<file path="src/fmva_pkg.sv">
// Shared types and constants of the feature mean and variance accumulator.
`default_nettype none

package fmva_pkg;

    localparam int CMD_W      = 2;
    localparam int IDX_W      = 10;
    localparam int VAL_W      = 8;
    localparam int CNT_W      = 24;
    localparam int MEAN_W     = 24;
    localparam int VAR_W      = 32;
    localparam int FLOOR_W    = 16;
    localparam int SUM_W      = 32;
    localparam int SQ_W       = 40;
    localparam int FRAC_W     = 16;
    localparam int SQ_SPLIT   = 20;
    localparam int PART_W     = CNT_W + SQ_SPLIT;
    localparam int PROD_W     = 2 * SUM_W;
    localparam int NN_W       = 2 * CNT_W;
    localparam int DIV_HI_W   = NN_W;
    localparam int DIV_LO_W   = VAR_W;
    localparam int DIV_CNT_W  = 6;
    localparam int IDX_CMP_W  = 17;

    localparam int DEF_FEATURES   = 1024;
    localparam int DEF_COUNT_BITS = 24;

    localparam logic [FLOOR_W-1:0] FLOOR_RESET = 16'd7864;

    localparam int APB_ADDR_W = 3;
    localparam int APB_DATA_W = 32;
    localparam logic [0:0] REG_VARIANCE_FLOOR = 1'b0;

    typedef enum logic [CMD_W-1:0] {
        CMD_CLEAR      = 2'd0,
        CMD_ACCUMULATE = 2'd1,
        CMD_QUERY      = 2'd2
    } t_cmd;

    typedef struct packed {
        logic [SQ_W-1:0]  sq;
        logic [SUM_W-1:0] sum;
    } t_entry;

    typedef struct packed {
        logic load;
        logic acc_wr;
        logic clr_wr;
        logic mul1;
        logic mul2;
        logic sum;
        logic diff;
        logic div_start;
        logic div_sel_var;
        logic mean_cap;
        logic out_load;
    } t_dp_cmd;

    typedef struct packed {
        logic clr_last;
        logic div_busy;
    } t_dp_sts;

endpackage

`default_nettype wire

</file>
<file path="src/fmva_ctrl.sv">
// Controller: command sequencing, clearing sweep and result handshake.
`default_nettype none

module fmva_ctrl (
    input  wire logic                        i_clk,
    input  wire logic                        i_rst_n,
    input  wire logic                        i_in_valid,
    input  wire logic [fmva_pkg::CMD_W-1:0]  i_in_command,
    output      logic                        o_in_ready,
    input  wire logic                        i_out_ready,
    output      logic                        o_out_valid,
    output      fmva_pkg::t_dp_cmd           o_cmd,
    input  wire fmva_pkg::t_dp_sts           i_sts
);
    import fmva_pkg::*;

    typedef enum logic [8:0] {
        S_CLEAR = 9'b000000001,
        S_IDLE  = 9'b000000010,
        S_ACC   = 9'b000000100,
        S_MUL1  = 9'b000001000,
        S_MUL2  = 9'b000010000,
        S_SUM   = 9'b000100000,
        S_DIFF  = 9'b001000000,
        S_MWAIT = 9'b010000000,
        S_VWAIT = 9'b100000000
    } t_state;

    t_state r_state;
    t_state n_state;
    logic   r_out_valid;
    logic   n_out_valid;

    always_comb begin
        n_state    = r_state;
        o_cmd      = '0;
        o_in_ready = 1'b0;
        case (r_state)
            S_CLEAR: begin
                o_cmd.clr_wr = 1'b1;
                if (i_sts.clr_last) begin
                    n_state = S_IDLE;
                end
            end
            S_IDLE: begin
                o_in_ready = 1'b1;
                if (i_in_valid) begin
                    o_cmd.load = 1'b1;
                    case (t_cmd'(i_in_command))
                        CMD_CLEAR:      n_state = S_CLEAR;
                        CMD_ACCUMULATE: n_state = S_ACC;
                        CMD_QUERY:      n_state = S_MUL1;
                        default:        n_state = S_IDLE;
                    endcase
                end
            end
            S_ACC: begin
                o_cmd.acc_wr = 1'b1;
                n_state      = S_IDLE;
            end
            S_MUL1: begin
                o_cmd.mul1      = 1'b1;
                o_cmd.div_start = 1'b1;
                n_state         = S_MUL2;
            end
            S_MUL2: begin
                o_cmd.mul2 = 1'b1;
                n_state    = S_SUM;
            end
            S_SUM: begin
                o_cmd.sum = 1'b1;
                n_state   = S_DIFF;
            end
            S_DIFF: begin
                o_cmd.diff = 1'b1;
                n_state    = S_MWAIT;
            end
            S_MWAIT: begin
                if (!i_sts.div_busy) begin
                    o_cmd.mean_cap    = 1'b1;
                    o_cmd.div_start   = 1'b1;
                    o_cmd.div_sel_var = 1'b1;
                    n_state           = S_VWAIT;
                end
            end
            S_VWAIT: begin
                o_cmd.div_sel_var = 1'b1;
                if (!i_sts.div_busy && (!r_out_valid || i_out_ready)) begin
                    o_cmd.out_load = 1'b1;
                    n_state        = S_IDLE;
                end
            end
            default: begin
                n_state = S_CLEAR;
            end
        endcase
    end

    always_comb begin
        n_out_valid = r_out_valid;
        if (o_cmd.out_load) begin
            n_out_valid = 1'b1;
        end else if (i_out_ready) begin
            n_out_valid = 1'b0;
        end
    end

    always_ff @(posedge i_clk) begin
        if (!i_rst_n) begin
            r_state     <= S_CLEAR;
            r_out_valid <= 1'b0;
        end else begin
            r_state     <= n_state;
            r_out_valid <= n_out_valid;
        end
    end

    assign o_out_valid = r_out_valid;

endmodule

`default_nettype wire

</file>
<file path="config.mk">
export PLATFORM = sky130hd
export DESIGN_NAME = fmva_ctrl
export DESIGN_NICKNAME = d
export VERILOG_FILES = /design/src/fmva_pkg.sv /design/src/fmva_ctrl.sv
export SDC_FILE = /design/constraint.sdc
export NUM_CORES = 1
export LEC_CHECK = 0
export BUFFER_PORTS_ARGS = -buffer_cell sky130_fd_sc_hd__buf_4
export CAP_MARGIN = 40
export CORE_AREA = 2 2 39 41
export CTS_CLUSTER_DIAMETER = 120
export CTS_CLUSTER_SIZE = 30
export DETAILED_ROUTE_END_ITERATION = 16
export DIE_AREA = 0 0 41 43
export PLACE_DENSITY_LB_ADDON = 0.1
export SLEW_MARGIN = 10
export SYNTH_ARGS = -nofsm -noshare
export SYNTH_HDL_FRONTEND = slang
export SYNTH_SLANG_ARGS = --single-unit
</file>
<file path="constraint.sdc">
create_clock -name i_clk -period 2.7 [get_ports i_clk]
set_input_delay 0.54 -clock i_clk [delete_from_list [all_inputs] [get_ports i_clk]]
set_output_delay 0.54 -clock i_clk [all_outputs]
set_load 0.005 [all_outputs]
</file>
==> Word level (Yosys, flattened, before mapping) <==
Index checks and enable logic that the tools add are counted.
{ "op_classes": {"muxes": 23, "n_reduce_logical": 7, "n_eq_ne": 15} }
{ "op_table": {"columns": ["op", "n"], "rows": [
  ["$pmux 9 s9", 1],
  ["$mux 9", 4],
  ["$mux 1", 14],
  ["$pmux 4 s3", 1],
  ["$eq 9x1->1 const B", 1],
  ["$eq 9x2->1 const B", 1],
  ["$eq 9x3->1 const B", 1],
  ["$eq 9x4->1 const B", 1],
  ["$eq 9x5->1 const B", 1],
  ["$eq 9x6->1 const B", 1],
  ["$eq 9x7->1 const B", 1],
  ["$eq 9x8->1 const B", 1],
  ["$eq 9x9->1 const B", 1],
  ["$ne 2x2->1 const B", 4],
  ["$pmux 1 s2", 2],
  ["$reduce_and 4->1", 1],
  ["$mux 3", 1],
  ["$eq 2x1->1 const B", 1],
  ["$eq 2x2->1 const B", 1],
  ["$logic_not 1->1", 2],
  ["$logic_not 2->1", 1],
  ["$reduce_bool 2->1", 1],
  ["$logic_and 1x1->1", 1],
  ["$logic_or 1x1->1", 1]
]} }
{ "word_totals": {"ff_bits": 10, "out_inout_bits": 13, "in_bits": 8} }

==> Longest topological paths before layout <==
{ "depth": {"depth_word": 6, "mapped_depth": 6, "mapped_depth_nobuf": 6} }

==> Worst setup path before layout <==
Ideal clock, no wire load.
{ "synth_path": {"path_kind": "reg2out", "start": "register r_state[4]", "end": "output o_cmd[0] (netlist name)", "path_stages_with_launch": 6, "path_buffers": 1, "arrival_ps": 1470, "slack_ps": 690, "cell_sequence": "dfxtp_1 or4_4 nor4_4 nand2_1 nor3_1 buf_4"} }
{ "synth_rtl": {"columns": ["item", "line", "rtl"], "rows": [
  ["from (decl)", "fmva_ctrl.sv:29", "t_state r_state;"],
  ["from (signal assigned)", "fmva_ctrl.sv:113", "r_state <= n_state;"],
  ["to (decl)", "fmva_ctrl.sv:12", "output fmva_pkg::t_dp_cmd o_cmd,"]
]} }

==> results.yml <==
run_status:
  status: "complete, no violations"
detailed_routing:
  wl_per_cell_um: 13.79
  drcViolationCount: 0
  first_iter_violations: 29
  met2_length_um: 732
  vias: 648
  dr.pass1.iters: 4
  top_layer: "met4"
  viasPerCell: 5.586
  wl_um: 1600
  wl_met1_um: 753
  drtAntennaViolNets: 0
  wl_met3_um: 81
worst_hold_path:
  whs_endpoint: "r_state[3]"
  hold_depth: 2
  min_path_type: "input port to register"
  hp-start: "i_in_command[0]"
sta:
  tightest_slew_ns: 0.4503
  slew_viol_final: 0
  finalSetupViolations: 0
  fmax_ghz: 0.4194
  final.setup.worst_slack_ns: 0.3156
  setup_tns_ns: 0
  hold_violations: 0
  rsz0062_at_grt: "no"
  fin_crit_ns: 2.384
  fin_skew_ns: 0.003253
  timing.final.crit_share_pct: 88.31
  relSlewSlack_pct: 69.70
critical_path:
  reg2reg_to: "r_state[1]"
  arrival_ns: 1.84
  required_ns: 2.16
  path_max_fanout: 6
  reg2reg_depth: 5
  criticalPathCategory: "register to output pin"
  regToRegStartpoint: "r_state[2]"
  startpoint_type: "register"
  crit_path_end_kind: "output pin"
  r2r_slack_ns: 0.88
clocking:
  cts_tree: "built"
  cts_htree_levels: 1
  cts_setup_buffers: 0
  clockBufferDepth: 2
  cts.clk_slew.worst_paths_ns: 0.06
  root_buffer: "clkbuf_4"
  clock_latency_ns: 0.27
  cts.sink_count: 10
  cts_resized: 0
  cts_buffers: 3
  holdBufCountCts: 0
placed_design:
  hpwl_um: 1218
  pre_cts_ws_ns: 0.6073
  dp_cells: 113
  place_congestion: 0.9334
  io_buffers: 20
global_route:
  grt_overflow: 0
  grt_max_degree: 9
  antenna_found_initial: 0
  grt_pass1_wl_um: 2525
  grt_usage_pct: 21.37
  grt_pass1_vias: 593
floorplan:
  fp-row-count: 14
  die_area_sq_um: 1763
  design.portCount: 21
  start_util_pct: 46.84
  die_w_um: 41
  coreArea_sq_um: 1384
  dieHeight_um: 43
logic_synthesis:
  ys_ff_latch: 10
  yosysUniqueCellTypes: 30
  syn_inst: 78
  syn_area_sq_um: 648.1
  synth.avg_cell_area_sq_um: 8.309
  yosysWarnings: 0
  ys_seq_area_share_pct: 30.89
  synth_nets: 86
final_layout:
  n_fill_cell: 134
  n_antenna_cell: 0
  instances_no_fill: 116
  syn_to_final_growth_pct: 28.57
  drive_gt1_share_pct: 30.00
  final_cell_mix: "buf_4, nor2_1, dfxtp_1"
  final_core_util_pct: 60.22
  final_common_cell: "buf_4"
  nets: 110
run:
  maxCapViolCount: 0
power_and_ir_drop:
  p_per_area_nw_per_um2: 688.8
  p_leak_nw: 0.3898
  peakVddDrop_mv: 0.3340
[cell usage after synthesis, drive strengths merged]
| library cell | count | area (sq um) |
|---|---|---|
| mux2 | 1 | 11.26 |
| a21boi | 1 | 7.510 |
| nor4 | 5 | 52.55 |
| o211a | 1 | 10.01 |
| or3b | 1 | 8.760 |
| o21a | 5 | 37.54 |
| o21ai | 5 | 28.78 |
| nand3 | 5 | 25.02 |
| nor3 | 5 | 36.29 |
| nand2 | 2 | 7.510 |
| nor2b | 3 | 18.77 |
| nor2 | 11 | 41.29 |
| and2 | 2 | 12.51 |
| dfxtp | 10 | 200.2 |
| nor3b | 3 | 22.52 |
| xor2 | 2 | 17.52 |
| and4b | 2 | 20.02 |
| a2bb2oi | 1 | 8.760 |
| nand4 | 2 | 12.51 |
| or4 | 1 | 11.26 |
| or2b | 1 | 7.510 |
| buf | 1 | 7.510 |
| a31oi | 1 | 6.260 |
| a311oi | 1 | 8.760 |
| inv | 5 | 18.77 |
| nand4b | 1 | 8.760 |
[state kept, by name, indices dropped and copies added, names as in the netlist]
register     cells
r_state          9
o_out_valid      1
[metrics by stage]
step                cell area, sq um  hold slack [ns]  total power, mW
finish                         833.3           0.4546           0.5740
global route                   833.3           0.4614           0.6107
CTS                            833.3           0.4543           0.5734
detailed placement             810.8           0.6576           0.4654
global placement               810.8           0.6582           0.4658
floorplan                      648.1           0.5789           0.3785
[worst max-delay path by stage]
stage | start | to | slack, ns | depth (start not counted)
2_1_floorplan | r_state[4] | o_cmd[0] | 0.69 | 5
3_3_place_gp | r_state[4] | o_cmd[0] | 0.62 | 5
3_5_place_dp | r_state[4] | o_cmd[0] | 0.61 | 5
4_1_cts | r_state[4] | o_cmd[0] | 0.31 | 5
5_1_grt | r_state[4] | o_cmd[10] | 0.18 | 5
6_report | r_state[4] | o_cmd[0] | 0.32 | 5
[logic make-up after synthesis]
| family | share of synthesized area [%] |
|---|---|
| xor+xnor | 2.703 |
| buf+inv | 4.055 |
| compound gates | 16.60 |
| mux | 1.737 |
| simple gates | 44.02 |
| flops | 30.89 |
[final cells by class]
class	count	area (sq um)	share of cell area, %
Tap cell	16	20.02	2.402
Sequential cell	10	200.2	24.02
Multi-Input combinational cell	62	421.7	50.60
Clock buffer	3	22.52	2.703
Timing Repair Buffer	20	150.1	18.02
Inverter	5	18.77	2.252
[critical path: stages (launching register included)]
cell and delay, ns:
dfxtp_1 0.36, or4_4 0.57, nor4_4 0.18, nand2_1 0.15, nor3_1 0.18, buf_4 0.13
[power by group]
group | switching, mW | internal (mW) | leakage (nW) | total, mW
sequential | 0.0441 | 0.167 | 0.0812 | 0.211
combinational | 0.133 | 0.124 | 0.295 | 0.257
clock | 0.0541 | 0.0517 | 0.0138 | 0.106
total | 0.231 | 0.343 | 0.390 | 0.574
[per-layer routing]
layer | up-vias | track usage (%)
li1 | 334 | -
met1 | 289 | 29.97
met2 | 21 | 29.06
met3 | 4 | 3.141
met4 | 0 | 14.00
met5 | - | 0
Note: power is estimated with default switching activity, not from simulation.
